--- config.mk ---
export PLATFORM = sky130hd
export DESIGN_NAME = date_add_days
export DESIGN_NICKNAME = d
export VERILOG_FILES = /design/src/rtl/core/dad_pkg.sv /design/src/rtl/core/date_add_days.sv /design/src/rtl/core/dad_ctrl.sv /design/src/rtl/core/dad_dp.sv
export SDC_FILE = /design/constraint.sdc
export NUM_CORES = 1
export LEC_CHECK = 0
export ABC_AREA = 1
export BUFFER_PORTS_ARGS = -buffer_cell sky130_fd_sc_hd__buf_2
export CAP_MARGIN = 20
export CORE_ASPECT_RATIO = 1.25
export CORE_MARGIN = 3
export CORE_UTILIZATION = 65
export CTS_CLUSTER_DIAMETER = 100
export DETAILED_ROUTE_END_ITERATION = 10
export PLACE_DENSITY = 0.87
export SETUP_SLACK_MARGIN = 0.1
export SLEW_MARGIN = 20
export SYNTH_ARGS = -nofsm -noshare
export SYNTH_HDL_FRONTEND = slang
export SYNTH_SLANG_ARGS = --single-unit
--- constraint.sdc ---
create_clock -name clk -period 6.93 [get_ports clk]
set_input_delay 0.3465 -clock clk [delete_from_list [all_inputs] [get_ports clk]]
set_output_delay 0.3465 -clock clk [all_outputs]
set_load 0.005 [all_outputs]
--- src/rtl/core/dad_pkg.sv ---
package dad_pkg;

	localparam int unsigned YEAR_W   = 16;
	localparam int unsigned DAY_W    = 5;
	localparam int unsigned MONTH_W  = 4;
	localparam int unsigned COUNT_W  = 16;
	localparam int unsigned RED_W    = 3;

	localparam logic [YEAR_W-1:0]  YEAR_MAX   = 16'hFFFF;
	localparam logic [16:0]        RED_BASE   = 17'd400;
	localparam logic [RED_W-1:0]   RED_TOP    = 3'd7;
	localparam logic [8:0]         CYCLE_LAST = 9'd399;
	localparam logic [MONTH_W-1:0] MONTH_DEC  = 4'd12;
	localparam logic [MONTH_W-1:0] MONTH_JAN  = 4'd1;
	localparam logic [DAY_W-1:0]   DAY_FIRST  = 5'd1;
	localparam logic [DAY_W-1:0]   DAY_LAST   = 5'd31;

	typedef enum logic [1:0] {
		ST_OK       = 2'd0,
		ST_INVALID  = 2'd1,
		ST_OVERFLOW = 2'd2
	} dad_status_t;

	typedef struct packed {
		logic [DAY_W-1:0]   day;
		logic [MONTH_W-1:0] month;
		logic [YEAR_W-1:0]  year;
		logic [COUNT_W-1:0] days_to_add;
	} dad_in_t;

	typedef struct packed {
		logic [DAY_W-1:0]   new_day;
		logic [MONTH_W-1:0] new_month;
		logic [YEAR_W-1:0]  new_year;
		logic [1:0]         status;
	} dad_out_t;

	typedef enum logic [2:0] {
		S_IDLE,
		S_REDUCE,
		S_CHECK,
		S_STEP,
		S_FINISH
	} dad_state_t;

	typedef struct packed {
		logic             load;
		logic             reduce;
		logic [RED_W-1:0] red_idx;
		logic             mark_bad;
		logic             step;
		logic             capture;
	} dad_cmd_t;

	typedef struct packed {
		logic bad_date;
		logic step_last;
	} dad_sts_t;

	// The argument is the year modulo 400; every fourth year is a leap year
	// unless it is a century that is not a multiple of 400.
	function automatic logic dad_leap(input logic [8:0] r);
		logic quad;
		logic century;
		quad    = (r[1:0] == 2'd0);
		century = (r == 9'd100) || (r == 9'd200) || (r == 9'd300);
		return (r == 9'd0) || (quad && !century);
	endfunction

	function automatic logic [DAY_W-1:0] dad_month_len(input logic [MONTH_W-1:0] m,
		input logic leap);
		logic [DAY_W-1:0] len;
		case (m)
			4'd1, 4'd3, 4'd5, 4'd7, 4'd8, 4'd10, 4'd12: len = 5'd31;
			4'd4, 4'd6, 4'd9, 4'd11:                     len = 5'd30;
			4'd2:                                        len = leap ? 5'd29 : 5'd28;
			default:                                     len = 5'd0;
		endcase
		return len;
	endfunction

endpackage

--- src/rtl/core/date_add_days.sv ---
// Gregorian date adder.
// The item channel (item_valid, item_stall, item) takes a start date and a
// count of days; the result channel (result_valid, result_stall, result)
// returns the new date with a status word: ok, invalid start date, or year
// overflow with the date saturated at the last day of year 65535.
// One word is worked on at a time. After a word is accepted, the year is
// reduced modulo 400 by subtracting shifted multiples of 400, the date is
// checked, then the adder walks one month per cycle, and the output register
// is loaded once it is free; an invalid date skips the walk. The walk crosses
// at most about 2160 month boundaries (for 65535 days) and sets the rate.
// The next word can be accepted in the cycle after the output register loads.
// item_stall is low only while the block is idle. A finished result sits in
// the output register while result_stall is high; the next word can be
// accepted and worked on meanwhile, and it waits for that register to free.
// Reset clears the controller and the output valid flag; no clearing pass.
module date_add_days
	import dad_pkg::*;
(
	input  logic     clk,
	input  logic     arst_n,
	input  logic     item_valid,
	output logic     item_stall,
	input  dad_in_t  item,
	output logic     result_valid,
	input  logic     result_stall,
	output dad_out_t result
);

	dad_cmd_t cmd;
	dad_sts_t sts;

	dad_ctrl u_ctrl (
		.clk          (clk),
		.arst_n       (arst_n),
		.item_valid   (item_valid),
		.item_stall   (item_stall),
		.result_valid (result_valid),
		.result_stall (result_stall),
		.sts          (sts),
		.cmd          (cmd)
	);

	dad_dp u_dp (
		.clk    (clk),
		.item   (item),
		.cmd    (cmd),
		.sts    (sts),
		.result (result)
	);

	// An accepted word keeps the input side busy in the next cycle.
	a_busy_after_accept: assert property (@(posedge clk) disable iff (!arst_n)
		item_valid && !item_stall |=> item_stall)
		else $error("input not held off after accepting a word");

	a_overflow_saturates: assert property (@(posedge clk) disable iff (!arst_n)
		result_valid && (result.status == ST_OVERFLOW) |->
		(result.new_day == DAY_LAST) && (result.new_month == MONTH_DEC) &&
		(result.new_year == YEAR_MAX))
		else $error("overflow result is not the saturated date");

	a_ok_date_sane: assert property (@(posedge clk) disable iff (!arst_n)
		result_valid && (result.status == ST_OK) |->
		(result.new_month >= MONTH_JAN) && (result.new_month <= MONTH_DEC) &&
		(result.new_day >= DAY_FIRST))
		else $error("ok result carries an impossible date");

endmodule

--- src/rtl/core/dad_ctrl.sv ---
module dad_ctrl
	import dad_pkg::*;
(
	input  logic     clk,
	input  logic     arst_n,
	input  logic     item_valid,
	output logic     item_stall,
	output logic     result_valid,
	input  logic     result_stall,
	input  dad_sts_t sts,
	output dad_cmd_t cmd
);

	dad_state_t       state_q, state_nx;
	logic [RED_W-1:0] red_q, red_nx;
	logic             out_vld_q;
	logic             out_free;

	assign out_free     = !out_vld_q || !result_stall;
	assign item_stall   = (state_q != S_IDLE);
	assign result_valid = out_vld_q;

	always_ff @(posedge clk or negedge arst_n) begin
		if (!arst_n) begin
			state_q   <= S_IDLE;
			red_q     <= '0;
			out_vld_q <= 1'b0;
		end else begin
			state_q <= state_nx;
			red_q   <= red_nx;
			if (cmd.capture) begin
				out_vld_q <= 1'b1;
			end else if (!result_stall) begin
				out_vld_q <= 1'b0;
			end
		end
	end

	always_comb begin
		state_nx     = state_q;
		red_nx       = red_q;
		cmd          = '0;
		cmd.red_idx  = red_q;
		case (state_q)
			S_IDLE: begin
				if (item_valid) begin
					cmd.load = 1'b1;
					red_nx   = RED_TOP;
					state_nx = S_REDUCE;
				end
			end
			S_REDUCE: begin
				cmd.reduce = 1'b1;
				red_nx     = red_q - 1'b1;
				if (red_q == '0) begin
					state_nx = S_CHECK;
				end
			end
			S_CHECK: begin
				if (sts.bad_date) begin
					cmd.mark_bad = 1'b1;
					state_nx     = S_FINISH;
				end else begin
					state_nx = S_STEP;
				end
			end
			S_STEP: begin
				cmd.step = 1'b1;
				if (sts.step_last) begin
					state_nx = S_FINISH;
				end
			end
			S_FINISH: begin
				if (out_free) begin
					cmd.capture = 1'b1;
					state_nx    = S_IDLE;
				end
			end
			default: begin
				state_nx = S_IDLE;
			end
		endcase
	end

endmodule

--- src/rtl/core/dad_dp.sv ---
module dad_dp
	import dad_pkg::*;
(
	input  logic     clk,
	input  dad_in_t  item,
	input  dad_cmd_t cmd,
	output dad_sts_t sts,
	output dad_out_t result
);

	logic [DAY_W-1:0]   d_q;
	logic [MONTH_W-1:0] m_q;
	logic [YEAR_W-1:0]  y_q;
	logic [COUNT_W-1:0] n_q;
	logic [YEAR_W-1:0]  rem_q;
	dad_status_t        st_q;
	dad_out_t           res_q;

	logic [DAY_W-1:0]   len;
	logic [16:0]        red_const;
	logic [16:0]        sum;
	logic               fits;
	logic               at_end;

	// Once the reduction has run, rem_q holds the year modulo 400.
	assign len       = dad_month_len(m_q, dad_leap(rem_q[8:0]));
	assign red_const = RED_BASE << cmd.red_idx;
	assign sum       = {12'd0, d_q} + {1'b0, n_q};
	assign fits      = (sum <= {12'd0, len});
	assign at_end    = (m_q == MONTH_DEC) && (y_q == YEAR_MAX);

	assign sts.bad_date  = (m_q == '0) || (m_q > MONTH_DEC) || (d_q == '0) || (d_q > len);
	assign sts.step_last = (n_q == '0) || fits || at_end;
	assign result        = res_q;

	always_ff @(posedge clk) begin
		if (cmd.load) begin
			d_q   <= item.day;
			m_q   <= item.month;
			y_q   <= item.year;
			n_q   <= item.days_to_add;
			rem_q <= item.year;
			st_q  <= ST_OK;
		end
		if (cmd.reduce && ({1'b0, rem_q} >= red_const)) begin
			rem_q <= rem_q - red_const[YEAR_W-1:0];
		end
		if (cmd.mark_bad) begin
			st_q <= ST_INVALID;
		end
		if (cmd.step && (n_q != '0)) begin
			if (fits) begin
				d_q <= sum[DAY_W-1:0];
				n_q <= '0;
			end else if (at_end) begin
				d_q  <= DAY_LAST;
				n_q  <= '0;
				st_q <= ST_OVERFLOW;
			end else begin
				// The remainder restarts at day one of the next month.
				n_q <= COUNT_W'(sum - {12'd0, len} - 17'd1);
				d_q <= DAY_FIRST;
				if (m_q == MONTH_DEC) begin
					m_q   <= MONTH_JAN;
					y_q   <= y_q + 1'b1;
					rem_q <= (rem_q == {7'd0, CYCLE_LAST}) ? '0 : rem_q + 1'b1;
				end else begin
					m_q <= m_q + 1'b1;
				end
			end
		end
		if (cmd.capture) begin
			res_q.new_day   <= d_q;
			res_q.new_month <= m_q;
			res_q.new_year  <= y_q;
			res_q.status    <= st_q;
		end
	end

endmodule
==> results of run 1 <==
[cells in the final DEF, fill, tap and decap left out, drive strengths merged]
| cell | count |
|---|---|
| a21oi | 27 |
| o21ai | 98 |
| clkinv | 4 |
| inv | 109 |
| or2 | 2 |
| o21bai | 2 |
| o21a | 1 |
| ha | 34 |
| o2111ai | 1 |
| nor3b | 1 |
| nor4 | 5 |
| dfxtp | 38 |
| and2 | 2 |
| fa | 2 |
| nand2 | 304 |
| o31ai | 2 |
| clkbuf | 9 |
| buf | 76 |
| dfrtp | 7 |
| nand3 | 77 |
| nand4 | 12 |
| edfxtp | 48 |
| xor2 | 37 |
| a31oi | 3 |
| xnor2 | 8 |
| a22oi | 3 |
| dlygate4sd3 | 1 |
| nor3 | 17 |
| nor2 | 90 |
[registers in the layout, indices dropped and copies added (netlist names)]
signal / flops
u_dp.d_q: 5
u_dp.result: 27
u_dp.n_q: 16
u_dp.rem_q: 16
u_dp.m_q: 4
u_ctrl.state_q: 3
u_dp.y_q: 16
u_ctrl.red_q: 3
u_ctrl.result_valid: 1
u_dp.st_q: 2
[layer usage]
layer / wire [µm] / share of wire
met5: 0 / 0
met2: 8820 / 0.52
met4: 450 / 0.027
met1: 6460 / 0.38
met3: 1180 / 0.070
[through the flow]
stage	cell area [µm²]	hold slack (ns)	power, mW	instances
2_1_floorplan	6710	0.0509	3.04	946
3_3_place_gp	7160	0.187	3.61	1129
3_5_place_dp	7160	0.192	3.66	1129
4_1_cts	7460	0.243	4.17	1146
5_1_grt	7460	0.262	4.63	1146
6_report	7460	0.235	4.21	1146
[cells by family (layout without fill, tap and decap cells)]
logic type      Yosys count  after routing  share of synthesized area
compound gates          137            137                      0.111
xor+xnor                 45             45                     0.0587
fa+ha+maj                36             36                     0.0693
buf+inv                 125            199                     0.0753
flops                    93             93                      0.354
simple gates            510            510                      0.331
[area by class of cell]
cell class / instances / area (µm²)
Clock buffer: 9 / 225
Timing Repair Buffer: 77 / 398
Fill cell: 796 / 2400
Multi-Input combinational cell: 728 / 3840
Tap cell: 126 / 158
Sequential cell: 93 / 2380
Clock inverter: 7 / 70.1
Inverter: 106 / 398
[critical path, delay by kind of cell (launching register included)]
family,cells,cell delay [ns]
and+or+nand+nor,6,0.76
xor gates and xnor gates,1,0.19
buffers and inverters,4,0.34
AOI/OAI and AO/OA,3,0.66
adders and majority gates,3,0.79
DFF,1,0.43
[timing repair]
action,4_1_cts,5_1_grt
hold buffers,1,0
endpoints found under the hold margin,7,0
buffers inserted,0,0
[power breakdown]
part / internal (mW) / leakage [nW] / switching, mW
combinational: 0.932 / 2.63 / 1.69
clock: 0.254 / 0.147 / 0.238
sequential: 0.856 / 0.848 / 0.242
total: 2.04 / 3.62 / 2.17
[worst max-delay path by stage]
stage,from,endpoint,slack [ns],cells past startpoint
after floorplan,u_dp.m_q[0],u_dp.n_q[10],4.05,17
after global placement,u_dp.m_q[0],u_dp.n_q[10],3.71,17
after detailed placement,u_dp.m_q[0],u_dp.n_q[10],3.61,17
after CTS,u_dp.m_q[0],u_dp.n_q[10],3.52,17
after global routing,u_dp.d_q[0],u_dp.n_q[8],3.19,15
final,u_dp.m_q[0],u_dp.n_q[10],3.47,17
==> flow_summary.ini, run 1 <==
[sta]
rsz0062_at_grt = no
slew-limit-headroom = 0.349
fmax_ghz = 0.289
hold_violations = 0
worstMarginPinSlew_ns = 0.974
slew_violations = 0
timing.final.crit_share = 0.499
worst_slack_ns = 3.47
setup_violations = 0
fin_crit_ns = 3.46
tns_ns = 0
fin_skew_ns = 0.00750

[global_routing]
use_met2 = 0.547
grtUsageMet3 = 0.0564
antenna_found_initial = 0
grt_usage = 0.297
overflow = 0
grt_pass1_wl_mm = 28.3
grt_pass1_vias = 6158
grt.busiest_layer = met2
grt_max_degree = 46
groute.layer.met1.usage = 0.341

[layout]
antenna_cells = 0
fin_util = 0.757
nNetsFinal = 1096
area_delta_synth_final_pct = 11.1
drive_gt1_frac = 0.137

[worst_setup_path]
path_max_fanout = 5
critPathSlowestCell = dfxtp_1
worstPathCellList = inv_1, ha_1, inv_1, nand2_1, nand2_1, nand3_2, a31oi_1, ha_1, inv_1, fa_1, inv_1, nand3_1, o21ai_0, nand2_1, nand2_1, xor2_1, o21ai_0
r2r_slack_ns = 3.47
endpoint_kind = flip-flop
crit_arrival_ns = 3.54
r2r_start = u_dp.m_q[0]
worstSetupPathType = reg -> reg
cp-start-kind = flip-flop
critPathMaxStageDelay_ns = 0.43
reg2reg_to = u_dp.n_q[10]
r2r_cells = 17
required_ns = 7.01

[logic_synthesis]
ys.flop_type = edfxtp_1
synth_top_cells_by_count = nand2_1 (293), inv_1 (105), nor2_1 (74)
yosys_warnings = 0
avgSynthCellArea_um2 = 7.10
yosysSeqAreaShare = 0.354
synth_area_um2 = 6710
synthCells = 946
synth_edf_count = 48
async_flop_share = 0.0753
yosys.area.top_type = edfxtp_1
synth.area.top_cells = edfxtp_1 (21%), nand2_1 (16%), dfxtp_1 (11%)
synth_top_area_frac = 0.215
ys_ff_latch = 93
synth.distinct_cells = 41
syn-num-nets = 1027
yosysMostFrequentCell = nand2_1

[drt]
drt_first_pass_iters = 7
wirelength_mm = 16.9
vias = 6469
vias_per_cell = 5.64
wl_per_cell_um = 14.8
antenna_left = 0
drc = 0
initialDrtViolationCount = 403

[clock_network]
clock_latency_ns = 0.35
ctsLongestPathBuffers = 2
cts-resized-gates = 0
numCtsBuffers = 9
cts_root_buffer = clkbuf_16
h-tree-depth = 3
numClockSinks = 93
cts_tree = done
clk_pin_slew_ns = 0.07

[power]
power_density_nw_per_um2 = 564
p_leak_nw = 3.62
ir_worst_vdd_v = 0.000372

[outcome]
outcome = finished, final reports clean

[die]
die_area_um2 = 11600
fp-row-count = 40
dieWidth_um = 96.9
fp.dieH_um = 120
ioPinCount = 74
core_um2 = 9860
start_util = 0.681

[worst_hold_path]
hold_class = in -> reg
hold_end = u_ctrl.result_valid
worstHoldPathCells = 3
hp-start = result_stall

[run]
max_cap_viol_count = 0

[place]
dp_hpwl_mm = 12.8
dpl_worst_slack_ns = 3.61
numPortBuffers = 73
globalplace.congestion = 0.929
No activity file was read; power rests on OpenSTA's default activity.
==> run 2, diff against run 1 <==
--- a/config.mk
+++ b/config.mk
@@ -10,10 +10,10 @@
 export CAP_MARGIN = 20
 export CORE_ASPECT_RATIO = 1.25
 export CORE_MARGIN = 3
-export CORE_UTILIZATION = 65
+export CORE_UTILIZATION = 54
 export CTS_CLUSTER_DIAMETER = 100
 export DETAILED_ROUTE_END_ITERATION = 10
-export PLACE_DENSITY = 0.87
+export PLACE_DENSITY = 0.77
 export SETUP_SLACK_MARGIN = 0.1
 export SLEW_MARGIN = 20
 export SYNTH_ARGS = -nofsm -noshare
==> constraint.sdc (replaced) <==
create_clock -name clk -period 2.9 [get_ports clk]
set_input_delay 0.145 -clock clk [delete_from_list [all_inputs] [get_ports clk]]
set_output_delay 0.145 -clock clk [all_outputs]
set_load 0.005 [all_outputs]
==> run 2 against run 1 <==
Effect of this change: the run now ends with negative setup slack left; final cell count rose by 9.5%; fmax rose by 18%; register-to-register slack got worse by 3.5 ns; clock skew rose by 0.00071 ns; sequential cell count did not move; largest power group unchanged.
==> flow_summary.ini, run 2 (same netlist as run 1, synthesis figures left out) <==
[outcome]
outcome = finished with violations
violations = negative setup slack

[die]
fp.dieH_um = 131
ioPinCount = 74
start_util = 0.565
fp-row-count = 44
core_um2 = 11900
dieWidth_um = 106
die_area_um2 = 13800

[worst_setup_path]
critPathSlowestCell = edfxtp_1
crit_top_cell = nand2_1
path_max_fanout = 8
critPathMaxStageDelay_ns = 0.46
cp-start-kind = flip-flop
required_ns = 3.14
endpoint_kind = flip-flop
worstSetupPathType = reg -> reg
cp.buffers_inverters = 1
r2r_slack_ns = -0.04
worstPathCellList = ha_1, nand3_1, nand3_2, nand2_1, nand2_1, nand2_1, nand2_2, nor2_4, nand2_1, nor2_2, nor2_4, nand2_4, nand4_4, clkbuf_16, nand2_2, o21ai_1
crit_arrival_ns = 3.18
path_delay_family = simple AND/OR/NAND/NOR gates

[power]
power_density_nw_per_um2 = 1420
p_leak_nw = 4.11
ir_worst_vdd_v = 0.000928

[sta]
fin_skew_ns = 0.00820
setup_violations = 8
hold_violations = 0
worst_slack_ns = -0.0354
worstMarginPinSlew_ns = 0.915
slew-limit-headroom = 0.385
rsz0062_at_grt = yes
slew_violations = 0
fin_crit_ns = 2.94
tns_ns = -0.0899
timing.final.crit_share = 1.01
fmax_ghz = 0.341

[layout]
drive_gt1_frac = 0.315
fin_util = 0.745
max_flop_register = u_dp.result
fin_area_um2 = 8860
nNetsFinal = 1170
final_cells = 1255
antenna_cells = 0
layout_common_cells = nand2_1 (243), inv_1 (97), buf_2 (74)
largest_reg_flops = 27
area_delta_synth_final_pct = 32.0
final_common_cell = nand2_1

[clock_network]
h-tree-depth = 3
cts_tree = done
numClockSinks = 93
clk_pin_slew_ns = 0.08
numCtsBuffers = 9
clock_latency_ns = 0.36
ctsLongestPathBuffers = 2
cts_root_buffer = clkbuf_16

[place]
dp.cells = 1207
placed_area_um2 = 7560
globalplace.congestion = 0.949
dpl_worst_slack_ns = -0.0321
numPortBuffers = 73
dp_hpwl_mm = 13.5

[drt]
drc = 0
drt_first_pass_iters = 6
wirelength_mm = 21.2
wl_per_cell_um = 16.9
vias_per_cell = 5.69
antenna_left = 0
vias = 7140
initialDrtViolationCount = 569

[worst_hold_path]
hold_class = in -> reg

[run]
max_cap_viol_count = 0

[global_routing]
grt_max_degree = 45
grt_pass1_wl_mm = 29.3
grt_usage = 0.264
overflow = 0
grt_pass1_vias = 6320
antenna_found_initial = 0
## run 2: cell types whose count changed in the layout (fill, tap and decap cells not counted), moves of 9 or more
cell | before | now
buf_6 | 0 | 11
buf_4 | 3 | 58
nand2_1 | 293 | 243
nand3_1 | 72 | 60
o21ai_2 | 7 | 16
ha_1 | 34 | 25
nor2_1 | 72 | 51
nand2_2 | 10 | 53
o21ai_0 | 67 | 56
nor2_4 | 2 | 15
## run 2: power by group
part	internal (mW)	switching [mW]	leakage [nW]
sequential	2.06	0.557	0.850
clock	0.620	0.620	0.152
combinational	3.38	5.34	3.11
## run 2: final timing paths
path,from,end,cells past startpoint
worst max register to register,u_dp.n_q[1],u_dp.y_q[11],16
worst max-delay path,u_dp.n_q[1],u_dp.y_q[11],16
min in group asynchronous,arst_n,u_ctrl.red_q[1],2
max in group asynchronous,arst_n,u_ctrl.state_q[1],2
worst min-delay path,result_stall,u_ctrl.result_valid,3
worst min register to register,u_dp.y_q[9],u_dp.result[11],0
## run 2: repair_timing
| item | 4_1_cts | 5_1_grt |
|---|---|---|
| endpoints found under the hold margin | 7 | 0 |
| cloned | 1 | 7 |
| hold buffers | 1 | 0 |
| buffers inserted | 2 | 21 |
| pin swaps | 4 | 39 |
| setup endpoints to repair | 54 | 61 |
| resized for setup | 27 | 171 |
## run 2: final cells by class
class                           count  area, µm²
Fill cell                         843       3030
Inverter                          106        405
Sequential cell                    93       2390
Multi-Input combinational cell    728       4450
Tap cell                          161        201
Timing Repair Buffer              151       1100
Clock buffer                        9        225
Clock inverter                      7       91.3
## run 2: per-layer routing
layer / wire length, µm / track usage
met1: 7670 / 0.302
met5: 0 / 0
met4: 1010 / 0.113
met3: 1560 / 0.0270
met2: 11000 / 0.502
## run 2: stage by stage
step	hold slack, ns	power (mW)
6_report	0.0255	12.6
5_1_grt	0.0710	13.5
4_1_cts	0.0296	10.6
3_5_place_dp	-0.00591	9.25
3_3_place_gp	-0.00855	9.10
2_1_floorplan	-0.151	7.28
## run 2: worst reg2reg max path, cell delays in order (launching register included)
cell	delay (ns)
edfxtp_1	0.46
ha_1	0.35
nand3_1	0.16
nand3_2	0.16
nand2_1	0.09
nand2_1	0.11
nand2_1	0.13
nand2_2	0.13
nor2_4	0.17
nand2_1	0.08
nor2_2	0.15
nor2_4	0.06
nand2_4	0.14
nand4_4	0.24
clkbuf_16	0.28
nand2_2	0.06
o21ai_1	0.07
==> run 3, diff against run 2 <==
--- a/config.mk
+++ b/config.mk
@@ -10,10 +10,11 @@
 export CAP_MARGIN = 20
 export CORE_ASPECT_RATIO = 1.25
 export CORE_MARGIN = 3
-export CORE_UTILIZATION = 54
+export CORE_UTILIZATION = 65
 export CTS_CLUSTER_DIAMETER = 100
 export DETAILED_ROUTE_END_ITERATION = 10
-export PLACE_DENSITY = 0.77
+export PLACE_DENSITY = 0.87
+export REMOVE_ABC_BUFFERS = 1
 export SETUP_SLACK_MARGIN = 0.1
 export SLEW_MARGIN = 20
 export SYNTH_ARGS = -nofsm -noshare
==> constraint.sdc (replaced) <==
create_clock -name clk -period 3.66 [get_ports clk]
set_input_delay 0.183 -clock clk [delete_from_list [all_inputs] [get_ports clk]]
set_output_delay 0.183 -clock clk [all_outputs]
set_load 0.005 [all_outputs]
==> run 3 against run 2 <==
Effect of this change: the run now ends clean; count of clock-buffer cells in the layout is 4 higher; register-to-register slack gained 0.38 ns; non-clock buffer count fell by 71; via count decreased by 8.0%; sequential power is 21% lower; global-route usage increased by 4.2 points; critical path depth is 2 higher; sequential share of layout area grew 4.8 points; die area decreased by 16%; largest cell class unchanged.
==> flow_summary.ini, run 3 (same netlist as run 1, synthesis figures left out) <==
[outcome]
outcome = finished, final reports clean

[clock_network]
clk_pin_slew_ns = 0.07
numCtsBuffers = 9
clock_latency_ns = 0.35
h-tree-depth = 3
ctsLongestPathBuffers = 2
cts_tree = done
cts_root_buffer = clkbuf_16
numClockSinks = 93

[sta]
hold_ws_ns = 0.0653
fin_crit_ns = 3.32
timing.final.crit_share = 0.906
slew_violations = 0
hold_violations = 0
setup_violations = 0
fin_skew_ns = 0.00885
tns_ns = 0
worst_slack_ns = 0.345
slew-limit-headroom = 0.382
rsz0062_at_grt = no
worstMarginPinSlew_ns = 0.918
fmax_ghz = 0.302

[drt]
drt_first_pass_iters = 6
vias_per_cell = 5.72
drc = 0
initialDrtViolationCount = 389
wirelength_mm = 17.2
vias = 6572
wl_per_cell_um = 15.0
antenna_left = 0

[power]
power_density_nw_per_um2 = 1070
p_leak_nw = 3.63
ir_worst_vdd_v = 0.000739

[place]
placed_area_um2 = 7180
globalplace.congestion = 0.953
numPortBuffers = 73
dp_hpwl_mm = 13.0
dpl_worst_slack_ns = 0.374

[global_routing]
grt_pass1_vias = 6368
antenna_found_initial = 0
overflow = 0
grt_max_degree = 45
grt_pass1_wl_mm = 29.1
grt_usage = 0.306

[worst_setup_path]
worstPathCellList = ha_1, fa_1, nand2_1, nand2_1, nand3_1, nand2_2, nand2_1, nand2_1, nand2_1, inv_1, nor2_1, nand2_1, nor2_1, nand3_2, nand2_1, nand2_1, nand3_1, nand2_1
r2r_slack_ns = 0.34
required_ns = 3.76
critPathCapture = u_dp.d_q[2]
r2r_cells = 18
endpoint_kind = flip-flop
critPathSlowestCell = edfxtp_1
path_max_fanout = 7
crit_arrival_ns = 3.42
worstSetupPathType = reg -> reg
crit_path_start = u_dp.d_q[0]
critPathMaxStageDelay_ns = 0.44
cp-start-kind = flip-flop
r2r_start = u_dp.d_q[0]
crit_top_cell = nand2_1
reg2reg_to = u_dp.d_q[2]

[layout]
seq_area_um2 = 2380
fin_area_um2 = 7480
multiInputGateArea_um2 = 3850
fillers = 782
max_flop_register = u_dp.result
drive_gt1_frac = 0.138
nNetsFinal = 1099
antenna_cells = 0
largest_reg_flops = 27
layout_common_cells = nand2_1 (293), inv_1 (105), buf_2 (73)
fin_util = 0.759
final_common_cell = nand2_1
area_delta_synth_final_pct = 11.4

[run]
max_cap_viol_count = 0

[die]
fp.dieH_um = 120
ioPinCount = 74
fp-row-count = 40
core_um2 = 9860
dieWidth_um = 96.9
die_area_um2 = 11600
start_util = 0.681

[worst_hold_path]
hold_class = in -> reg
==> run 3: worst min-delay path by stage <==
stage / startpoint / to / cells past startpoint
6_report: result_stall / u_ctrl.result_valid / 3
5_1_grt: result_stall / u_ctrl.result_valid / 3
4_1_cts: result_stall / u_ctrl.result_valid / 3
3_5_place_dp: arst_n / u_ctrl.state_q[2] / 1
3_3_place_gp: arst_n / u_ctrl.state_q[2] / 1
2_1_floorplan: arst_n / u_ctrl.red_q[0] / 0
==> run 3: metrics by stage <==
stage / total power, mW / cells
6_report: 7.98 / 1149
5_1_grt: 8.79 / 1149
4_1_cts: 7.84 / 1149
3_5_place_dp: 6.89 / 1132
3_3_place_gp: 6.76 / 1132
2_1_floorplan: 5.72 / 927
==> run 3: report_power, final <==
part	switching [mW]	leakage [nW]	internal [mW]
combinational	3.23	2.64	1.78
clock	0.402	0.140	0.503
sequential	0.445	0.848	1.62
==> run 3: repair_timing <==
| action | in CTS | in global routing |
|---|---|---|
| endpoints found under the setup margin | 0 | 8 |
| endpoints found under the hold margin | 7 | 0 |
| resized for setup | 0 | 3 |
| buffers inserted | 0 | 0 |
| hold buffers | 1 | 0 |
==> run 3: layout make-up <==
type / instances / share of cell area
repair buffers: 80 / 0.0562
flip-flops and latches: 93 / 0.318
multi-input cells: 728 / 0.514
inverters: 106 / 0.0532
clock inverters: 3 / 0.00234
clock buffers: 13 / 0.0350
well taps: 126 / 0.0211
==> run 3: worst max-delay path, delay by kind of cell (launching register included) <==
| kind | cells | cell delay (ns) |
|---|---|---|
| fa+ha+maj | 2 | 0.66 |
| buf+inv | 1 | 0.07 |
| simple gates | 15 | 1.88 |
| flops | 1 | 0.44 |
==> run 3: layer usage <==
layer / track usage / vias up / part of all wire
li1: - / 3233 / -
met1: 0.342 / 2971 / 0.37
met2: 0.551 / 270 / 0.51
met3: 0.0419 / 98 / 0.063
met4: 0.179 / 0 / 0.058
met5: 0 / - / 0
